**config.mk**
```make
export PLATFORM = sky130hd
export DESIGN_NAME = json_string_unescape_utf8
export DESIGN_NICKNAME = d
export VERILOG_FILES = /design/src/rtl/core/jsu_pkg.sv /design/src/rtl/core/jsu_decode.sv /design/src/rtl/core/jsu_outbuf.sv /design/src/rtl/core/json_string_unescape_utf8.sv
export VERILOG_INCLUDE_DIRS = /design/src /design/src/rtl/core
export SDC_FILE = /design/constraint.sdc
export NUM_CORES = 1
export LEC_CHECK = 0
export BUFFER_PORTS_ARGS = -buffer_cell sky130_fd_sc_hd__buf_2
export CAP_MARGIN = 20
export CORE_MARGIN = 1.5
export CORE_UTILIZATION = 45
export CTS_CLUSTER_DIAMETER = 100
export DETAILED_ROUTE_END_ITERATION = 6
export SYNTH_ARGS = -nofsm -noshare
export SYNTH_HDL_FRONTEND = slang
export SYNTH_HIERARCHICAL = 1
export SYNTH_SLANG_ARGS = --single-unit
```
**constraint.sdc**
```tcl
create_clock -name clk -period 4.57 [get_ports clk]
set_input_delay 0.2285 -clock clk [delete_from_list [all_inputs] [get_ports clk]]
set_output_delay 0.2285 -clock clk [all_outputs]
set_load 0.02 [all_outputs]
```
**src/rtl/core/json_string_unescape_utf8_macros.svh**
```systemverilog
// assertion macros for the json string unescape block
// used by the top level only; bodies are empty when SYNTHESIS is defined
`ifndef JSON_STRING_UNESCAPE_UTF8_MACROS_SVH
`define JSON_STRING_UNESCAPE_UTF8_MACROS_SVH
`ifndef SYNTHESIS
`define JSU_ASSERT_IMP(name, clk, rst, ante, cons, msg) \
  name: assert property (@(posedge clk) disable iff (rst) (ante) |-> (cons)) \
    else $error(msg);
`define JSU_ASSERT_NXT(name, clk, rst, ante, cons, msg) \
  name: assert property (@(posedge clk) disable iff (rst) (ante) |=> (cons)) \
    else $error(msg);
`else
`define JSU_ASSERT_IMP(name, clk, rst, ante, cons, msg)
`define JSU_ASSERT_NXT(name, clk, rst, ante, cons, msg)
`endif
`endif

```
**src/rtl/core/jsu_pkg.sv**
```systemverilog
// shared types, codes and character helpers for the json string unescape block
// no dependencies
package jsu_pkg;

  typedef enum logic [1:0] {
    MODE_IDLE = 2'd0,
    MODE_BODY = 2'd1,
    MODE_ESC  = 2'd2,
    MODE_HEX  = 2'd3
  } mode_t;

  localparam logic [1:0] KIND_BYTE  = 2'd0;
  localparam logic [1:0] KIND_DONE  = 2'd1;
  localparam logic [1:0] KIND_ERROR = 2'd2;

  localparam logic [7:0] CH_QUOTE     = 8'h22;
  localparam logic [7:0] CH_BACKSLASH = 8'h5C;
  localparam logic [7:0] CH_U         = 8'h75;

  // results caused by one request: up to three bytes, or one done or error
  typedef struct packed {
    logic [2:0][7:0] bytes;
    logic [1:0]      kind;
    logic [1:0]      count;
  } group_t;

  // bit 4 set when the byte is not a hex digit
  function automatic logic [4:0] hex_value(input logic [7:0] b);
    logic [4:0] v;
    v = 5'h10;
    if (b >= 8'h30 && b <= 8'h39) v = {1'b0, b[3:0]};
    else if ((b >= 8'h61 && b <= 8'h66) || (b >= 8'h41 && b <= 8'h46))
      v = {1'b0, b[3:0] + 4'd9};
    return v;
  endfunction

  function automatic logic [7:0] escape_map(input logic [7:0] b);
    logic [7:0] v;
    case (b)
      8'h62:   v = 8'h08;
      8'h66:   v = 8'h0C;
      8'h6E:   v = 8'h0A;
      8'h72:   v = 8'h0D;
      8'h74:   v = 8'h09;
      default: v = b;
    endcase
    return v;
  endfunction

endpackage

```
**src/rtl/core/jsu_decode.sv**
```systemverilog
// decode state machine: mode, hex digit count and gathered code point
// depends on jsu_pkg
module jsu_decode import jsu_pkg::*; (
  input  logic       clk,
  input  logic       rst,
  input  logic       accept,
  input  logic       action,
  input  logic [7:0] in_byte,
  output group_t     res
);

  mode_t       mode, mode_next;
  logic [1:0]  hex_count, hex_count_next;
  logic [15:0] code_point, code_point_next;

  logic [4:0]  digit;
  logic [15:0] cp_new;

  assign digit  = hex_value(in_byte);
  assign cp_new = {code_point[11:0], digit[3:0]};

  always_ff @(posedge clk) begin
    if (rst) begin
      mode       <= MODE_IDLE;
      hex_count  <= 2'd0;
      code_point <= 16'd0;
    end else if (accept) begin
      mode       <= mode_next;
      hex_count  <= hex_count_next;
      code_point <= code_point_next;
    end
  end

  always_comb begin
    mode_next       = mode;
    hex_count_next  = hex_count;
    code_point_next = code_point;
    res.bytes       = '0;
    res.kind        = KIND_BYTE;
    res.count       = 2'd0;
    if (mode == MODE_IDLE) begin
      if (!action && in_byte == CH_QUOTE) begin
        mode_next       = MODE_BODY;
        hex_count_next  = 2'd0;
        code_point_next = 16'd0;
      end
    end else if (action) begin
      res.kind        = KIND_ERROR;
      res.count       = 2'd1;
      mode_next       = MODE_IDLE;
      hex_count_next  = 2'd0;
      code_point_next = 16'd0;
    end else begin
      unique case (mode)
        MODE_BODY: begin
          if (in_byte == CH_QUOTE) begin
            res.kind        = KIND_DONE;
            res.count       = 2'd1;
            mode_next       = MODE_IDLE;
            hex_count_next  = 2'd0;
            code_point_next = 16'd0;
          end else if (in_byte == CH_BACKSLASH) begin
            mode_next = MODE_ESC;
          end else begin
            res.bytes[0] = in_byte;
            res.count    = 2'd1;
          end
        end
        MODE_ESC: begin
          if (in_byte == CH_U) begin
            mode_next       = MODE_HEX;
            hex_count_next  = 2'd0;
            code_point_next = 16'd0;
          end else begin
            res.bytes[0] = escape_map(in_byte);
            res.count    = 2'd1;
            mode_next    = MODE_BODY;
          end
        end
        MODE_HEX: begin
          if (digit[4]) begin
            res.kind        = KIND_ERROR;
            res.count       = 2'd1;
            mode_next       = MODE_IDLE;
            hex_count_next  = 2'd0;
            code_point_next = 16'd0;
          end else if (hex_count == 2'd3) begin
            mode_next       = MODE_BODY;
            hex_count_next  = 2'd0;
            code_point_next = 16'd0;
            // utf-8 encoding of the completed code point
            if (cp_new[15:7] == 9'd0) begin
              res.bytes[0] = {1'b0, cp_new[6:0]};
              res.count    = 2'd1;
            end else if (cp_new[15:11] == 5'd0) begin
              res.bytes[0] = {3'b110, cp_new[10:6]};
              res.bytes[1] = {2'b10, cp_new[5:0]};
              res.count    = 2'd2;
            end else begin
              res.bytes[0] = {4'b1110, cp_new[15:12]};
              res.bytes[1] = {2'b10, cp_new[11:6]};
              res.bytes[2] = {2'b10, cp_new[5:0]};
              res.count    = 2'd3;
            end
          end else begin
            hex_count_next  = hex_count + 2'd1;
            code_point_next = cp_new;
          end
        end
        default: begin
          mode_next = MODE_IDLE;
        end
      endcase
    end
  end

endmodule

```
**src/rtl/core/jsu_outbuf.sv**
```systemverilog
// result register: holds the results of one request and hands them out in order
// depends on jsu_pkg
module jsu_outbuf import jsu_pkg::*; (
  input  logic       clk,
  input  logic       rst,
  input  logic       load,
  input  group_t     res,
  output logic       can_take,
  output logic       m_tvalid,
  input  logic       m_tready,
  output logic [7:0] m_tdata,
  output logic [1:0] m_tuser,
  output logic       m_tlast
);

  group_t     grp;
  logic       valid;
  logic [1:0] idx;
  logic       take;

  assign m_tvalid = valid;
  assign m_tdata  = grp.bytes[idx];
  assign m_tuser  = grp.kind;
  assign m_tlast  = (idx == grp.count - 2'd1);
  assign take     = valid && m_tready;
  // a new group may enter as the last result of the old one leaves
  assign can_take = !valid || (m_tready && m_tlast);

  always_ff @(posedge clk) begin
    if (rst) begin
      valid <= 1'b0;
      idx   <= 2'd0;
    end else if (load) begin
      valid <= 1'b1;
      idx   <= 2'd0;
    end else if (take) begin
      if (m_tlast) begin
        valid <= 1'b0;
        idx   <= 2'd0;
      end else begin
        idx <= idx + 2'd1;
      end
    end
  end

  always_ff @(posedge clk) begin
    if (load) grp <= res;
  end

endmodule

```
**src/rtl/core/json_string_unescape_utf8.sv**
```systemverilog
// json string unescape block, text bytes in and utf-8 bytes out
// input channel s_*, result channel m_*; one text byte or end of text per
// request. the block waits for an opening quote, then copies plain bytes,
// resolves backslash escapes and turns each \u escape with four hex digits
// into one to three utf-8 bytes. a closing quote gives a done result, and a
// bad hex digit or end of text inside a string gives an error result.
// each request is decoded in the cycle it is taken; its results sit in the
// result register from the next cycle.
// throughput is one request per cycle while each causes at most one result and
// m_tready stays high; a \u escape that gives two or three bytes holds s_tready
// low while the result register hands them out, one per cycle with m_tready high.
// m_tlast marks the last result caused by a request.
// rst (synchronous) returns the decoder to idle and empties the result
// register. while m_tready is low the current result holds and s_tready
// stays low, so no request is taken until that result can leave.
// depends on jsu_pkg and json_string_unescape_utf8_macros.svh
`include "json_string_unescape_utf8_macros.svh"
module json_string_unescape_utf8 import jsu_pkg::*; (
  input  logic       clk,
  input  logic       rst,
  input  logic       s_tvalid,
  output logic       s_tready,
  input  logic [7:0] s_tdata,   // [7:0] in_byte
  input  logic       s_tuser,   // [0] action
  output logic       m_tvalid,
  input  logic       m_tready,
  output logic [7:0] m_tdata,   // [7:0] out_byte
  output logic [1:0] m_tuser,   // [1:0] kind
  output logic       m_tlast
);

  group_t res;
  logic   accept;

  assign accept = s_tvalid && s_tready;

  jsu_decode u_decode (
    .clk     (clk),
    .rst     (rst),
    .accept  (accept),
    .action  (s_tuser),
    .in_byte (s_tdata),
    .res     (res)
  );

  jsu_outbuf u_outbuf (
    .clk      (clk),
    .rst      (rst),
    .load     (accept && res.count != 2'd0),
    .res      (res),
    .can_take (s_tready),
    .m_tvalid (m_tvalid),
    .m_tready (m_tready),
    .m_tdata  (m_tdata),
    .m_tuser  (m_tuser),
    .m_tlast  (m_tlast)
  );

  // done and error are always single results
  `JSU_ASSERT_IMP(a_multi_only_bytes, clk, rst, m_tvalid && !m_tlast,
    m_tuser == KIND_BYTE, "multi-byte group carries a non-byte kind")
  // a group that is not finished keeps presenting results
  `JSU_ASSERT_NXT(a_group_continues, clk, rst, m_tvalid && m_tready && !m_tlast,
    m_tvalid, "result group cut short")
  // input is only taken while a waiting result is leaving as the last of its group
  `JSU_ASSERT_IMP(a_ready_vs_pending, clk, rst, s_tready && m_tvalid,
    m_tready && m_tlast, "request taken over a pending result")

endmodule

```
; Word level (Yosys, flattened, before mapping)
; Index checks and enable logic that the tools add are counted.
[totals]
register_bits = 47
latchBits = 0
ram_bits = 0
rom_bits = 0
out_inout_bits = 13
wordCells = 126
n_memories = 0
[classes]
addsub = 4
mul = 0
n_div = 0
n_lt_le_gt_ge = 7
eq_ne = 18
shifts = 0
muxes = 57
n_bitwise = 2
n_reduce_logical = 26
[ops]
columns = operator, count
row1 = $mux W12, 7
row2 = $eq A8 B7 Y1 const B, 7
row3 = $mux W24, 2
row4 = $mux W8, 6
row5 = $mux W2, 22
row6 = $pmux W8 S5, 1
row7 = $pmux W12 S3, 1
row8 = $pmux W8 S3, 1
row9 = $pmux W2 S3, 3
row10 = $bmux W8 S2, 1
row11 = $ge A8 B7 Y1 const B, 2
row12 = $le A8 B7 Y1 const B, 2
row13 = $mux W16, 1
row14 = $mux W14, 1
row15 = $mux W5, 2
row16 = $ne A5 B2 Y1 const B, 2
row17 = $logic_not A9 Y1, 1
row18 = $eq A8 B6 Y1 const B, 1
row19 = $ge A8 B6 Y1 const B, 1
row20 = $le A8 B6 Y1 const B, 1
row21 = $logic_and A1 B1 Y1, 8
row22 = $ne A4 B2 Y1 const B, 2
row23 = $mux W1, 7
row24 = $reduce_or A7 Y1, 1
row25 = 22 further kinds, 31

; Logic depth before layout (Yosys ltp)
[depth]
ltp_word = 13
ltp_mapped = 11
depth_no_buf = 10

; Modules after synthesis
; Netlist, hierarchy kept.
[modules_own_cells]
columns = module, instances, cells_per_inst, area_per_inst_um2, seq_area_each_um2
row1 = jsu_decode, 1, 223, 1659.1, 320.3
row2 = jsu_outbuf, 1, 79, 1219.9, 900.9
row3 = json_string_unescape_utf8, 1, 2, 16.3, 0.0

; Worst setup path after synthesis
; OpenSTA, ideal clock, no wires.
[synth_path]
path_kind = input to register
start = input port s_tdata[0]
end = register u_outbuf.idx[1]
t_arrival_ps = 2888
setup_slack_ps = 1584
path_stages = 10
n_path_buf = 2
path_cell_list = clkbuf_1 > inv_1 > ha_1 > or3b_2 > and3_1 > o21ai_1 > clkbuf_1 > nor2_1 > o211a_1 > a311oi_1
[synth_lines]
columns = item, line_no
row1 = start: declaration, json_string_unescape_utf8.sv:23  ; input logic [7:0] s_tdata,
row2 = end signal: assignment, jsu_outbuf.sv:41  ; idx <= idx + 2'd1;
row3 = end: declaration, jsu_outbuf.sv:18  ; logic [1:0] idx;

==> impl_metrics.env <==
export IMPL_finalWorstSetupSlack_ps=1570
export IMPL_worst_slew_pin_slew_ps=657
export IMPL_synth_seq_cells=47
export IMPL_postSynthCellCount=304
export IMPL_ioPinCount=26
export IMPL_n_antenna_cell=0
export IMPL_pre_cts_slack_ps=1330
export IMPL_core_area_um2=6280
export IMPL_die_x_um=83.2
export IMPL_ctsHoldBuffers=0
export IMPL_arrival_ps=3210
export IMPL_rsz0062_at_grt="false"
export IMPL_holdPathEnd="u_outbuf/m_tvalid$_SDFFE_PP0P_"
export IMPL_start_kind="flip-flop"
export IMPL_via_count=2349
export IMPL_drv_slew=0
export IMPL_power_frac_clock_pct=33.4
export IMPL_rrSetupSlack_ps=1570
export IMPL_synth_seq_area_share_pct=42.2
export IMPL_gp_congestion=0.903
export IMPL_die_area_um2=6920
export IMPL_setup_viol=0
export IMPL_viasPerCell=5.87
export IMPL_async_reset_ff_share_pct=0
export IMPL_min_path_type="in2reg"
export IMPL_max_freq_mhz=334
export IMPL_synth_area_leaders="edfxtp_1 29%, dfxtp_1 13%, nand2_1 4.1%, mux2i_1 3.8%, nor2_1 3.0%"
export IMPL_setup_tns_ps=0
export IMPL_drv_cap=0
export IMPL_max_clock_path_buffers=2
export IMPL_cts_tree="built"
export IMPL_track_usage_pct=20.5
export IMPL_routed_wl_um=6790
export IMPL_clk_pin_slew_worst_paths_ps=90
export IMPL_layout_drive_gt1_share_pct=16.1
export IMPL_met1_usage_pct=28.1
export IMPL_leakagePower_nw=1.10
export IMPL_initial_core_util_pct=46.1
export IMPL_crit_fanout=17
export IMPL_nets=340
export IMPL_fin_crit_sh_pct=65.5
export IMPL_grt_max_degree=33
export IMPL_synth_top_area_share_pct=29.0
export IMPL_fin_crit_ps=3000
export IMPL_die_h_um=83.2
export IMPL_grt_use_met3_pct=2.98
export IMPL_synth_edf_count=28
export IMPL_synthFlopType="edfxtp_1"
export IMPL_timing_hold_ws_ps=174
export IMPL_netSwitchingFraction_pct=23.8
export IMPL_drt_pass1_iter_count=4
export IMPL_numPortBuffers=25
export IMPL_post_cts_buffers=0
export IMPL_fin_cells=400
export IMPL_ant_nets=0
export IMPL_worst_setup_path_type="reg2reg"
export IMPL_dr_first_iter_drc_count=173
export IMPL_status="complete, no violations"
export IMPL_seqPwrFrac_pct=59.7
export IMPL_maxSlewHeadroom_pct=55.6
export IMPL_hp_start="m_tready"
export IMPL_yosysTopAreaCell="edfxtp_1"
export IMPL_top_usage_layer="met2"
export IMPL_wl_per_cell_um=17.0
export IMPL_pwr_share_comb_pct=7.0
export IMPL_hold_viol=0
export IMPL_cp_end_kind="flip-flop"
export IMPL_ir_worst_vdd_v=0.000130
export IMPL_grt_overflow=0
export IMPL_cts_made_buffers=5
export IMPL_r2r_cells=8
export IMPL_reg2reg_from="u_decode/code_point[7]$_SDFFE_PP0P_"
export IMPL_clock_sinks=47
export IMPL_cts_resized=0
export IMPL_netSwitchingPower_uw=177
export IMPL_grtUsageMet2_pct=33.0
export IMPL_cts_root_buf="clkbuf_8"
export IMPL_syn_avg_cell_area_um2=9.52
export IMPL_syn_area_um2=2900
export IMPL_grt_pass1_wl_um=11300
export IMPL_synth_warnings=6
export IMPL_place_inst=391
export IMPL_r2r_end="u_outbuf/idx[1]$_SDFFE_PP0P_"
export IMPL_syn_to_final_growth_pct=8.38
export IMPL_worstPathRequired_ps=4780
export IMPL_grt_pass1_vias=2213
export IMPL_finalClockSkew_ps=8.60
export IMPL_p_int_uw=568
export IMPL_hold_path_cell_count=2
export IMPL_insertion_delay_ps=300
export IMPL_core_rowCount=29
export IMPL_fillerInstances=616
export IMPL_synth_cell_type_count=71
export IMPL_remaining_drc_errors=0
export IMPL_dpl_hpwl_um=5080
export IMPL_cts_htree_levels=2
export IMPL_power_density_nw_per_um2=237
export IMPL_antenna_found_initial=0
==> power groups by stage <==
stage | Sequential, mW | Clock (mW) | Combinational [mW]
final | 0.444 | 0.248 | 0.0519
after global routing | 0.444 | 0.271 | 0.0567
after CTS | 0.444 | 0.253 | 0.0510
after detailed placement | 0.454 | 0 | 0.0507
after global placement | 0.454 | 0 | 0.0502
after floorplan | 0.454 | 0 | 0.0352
==> Yosys cell counts, drive strengths merged (3+ instances only) <==
library cell	n
mux2i	11
dfxtp	19
nand3b	3
or3b	3
nand2	32
o211ai	6
a211o	4
nand3	7
or3	5
a21oi	16
nor4b	3
o21ai	23
a211oi	3
ha	5
nand2b	8
nand4	3
a22o	9
nor3	9
inv	10
nor2	24
clkbuf	8
nor2b	4
and2	4
nor4	3
edfxtp	28
a311oi	4
buf	11
==> sequential cells by signal (all words and copies together) (netlist names) <==
| signal | count |
|---|---|
| u_outbuf/idx | 2 |
| u_outbuf/m_tuser | 2 |
| u_decode/mode | 2 |
| u_outbuf/grp | 26 |
| u_decode/hex_count | 2 |
| u_decode/code_point | 12 |
| u_outbuf/m_tvalid | 1 |
==> how the worst max path moves through the flow <==
stage | from | to | slack (ps) | depth (start not counted)
final | u_decode/code_point[7]$_SDFFE_PP0P_ | u_outbuf/idx[1]$_SDFFE_PP0P_ | 1570 | 8
after detailed placement | s_tdata[4] | u_outbuf/idx[1]$_SDFFE_PP0P_ | 1330 | 8
after floorplan | s_tdata[0] | u_outbuf/idx[1]$_SDFFE_PP0P_ | 1580 | 10
after global routing | u_decode/code_point[7]$_SDFFE_PP0P_ | u_outbuf/idx[1]$_SDFFE_PP0P_ | 1380 | 8
after global placement | s_tdata[3] | u_outbuf/idx[1]$_SDFFE_PP0P_ | 1370 | 8
after CTS | u_decode/code_point[7]$_SDFFE_PP0P_ | u_outbuf/idx[1]$_SDFFE_PP0P_ | 1420 | 7
==> worst max-delay path: stages, from the launching register on <==
cell	delay [ps]
dfxtp_1	340
or3_1	420
or3_1	500
nor2_1	330
nor2_1	60
or3_1	340
o211a_1	450
buf_8	270
a311oi_1	190
==> per-layer routing <==
metal	wire (um)	vias up
met3	258	16
met5	0	-
met1	3240	1100
li1	-	1172
met2	3120	61
met4	176	0
==> through the flow <==
stage	total power, mW	area, um2	util [%]
after floorplan	0.489	2900	-
after global placement	0.504	3030	48.2
after detailed placement	0.505	3030	48.3
after CTS	0.748	3120	49.8
after global routing	0.772	3140	50.0
final	0.744	3140	50.0
==> layout by cell type (no fill, tap or decap), types with 4 or more instances in the layout <==
cell type | synthesis | final
nand2_1 | 32 | 32
edfxtp_1 | 28 | 28
buf_2 | 3 | 25
nor2_1 | 23 | 23
dfxtp_1 | 19 | 19
a21oi_1 | 16 | 16
o21ai_1 | 12 | 12
mux2i_1 | 11 | 11
inv_1 | 10 | 10
o21ai_0 | 10 | 10
a22o_1 | 9 | 9
nor3_1 | 9 | 9
nand2b_1 | 8 | 8
nand3_1 | 7 | 7
clkbuf_8 | 0 | 5
o211ai_1 | 5 | 5
ha_1 | 5 | 5
and2_1 | 4 | 4
or3_1 | 4 | 4
nor2b_1 | 4 | 4
a311oi_1 | 4 | 4
a211o_1 | 4 | 4
==> layout make-up <==
cell class / instances / area [um2] / share of cell area [%]
clock buffer: 5 / 68.8 / 2.19
clock inverter: 3 / 20.0 / 0.638
inverter: 10 / 37.5 / 1.20
multi-input combinational: 229 / 1530 / 48.8
sequential: 47 / 1220 / 38.9
tap: 77 / 96.3 / 3.07
timing repair buffer: 29 / 163 / 5.18
==> logic make-up (layout without fill, tap and decap cells) <==
family	after synthesis	in the layout	synth area share (%)
other cells	1	2	0.130
simple gates	121	121	23.7
flops	47	47	42.2
mux	11	11	3.80
xor+xnor	3	3	1.17
fa+ha+maj	5	5	2.16
buf+inv	29	47	5.06
compound gates	87	87	21.8
Power figures use the tool's default switching activity.
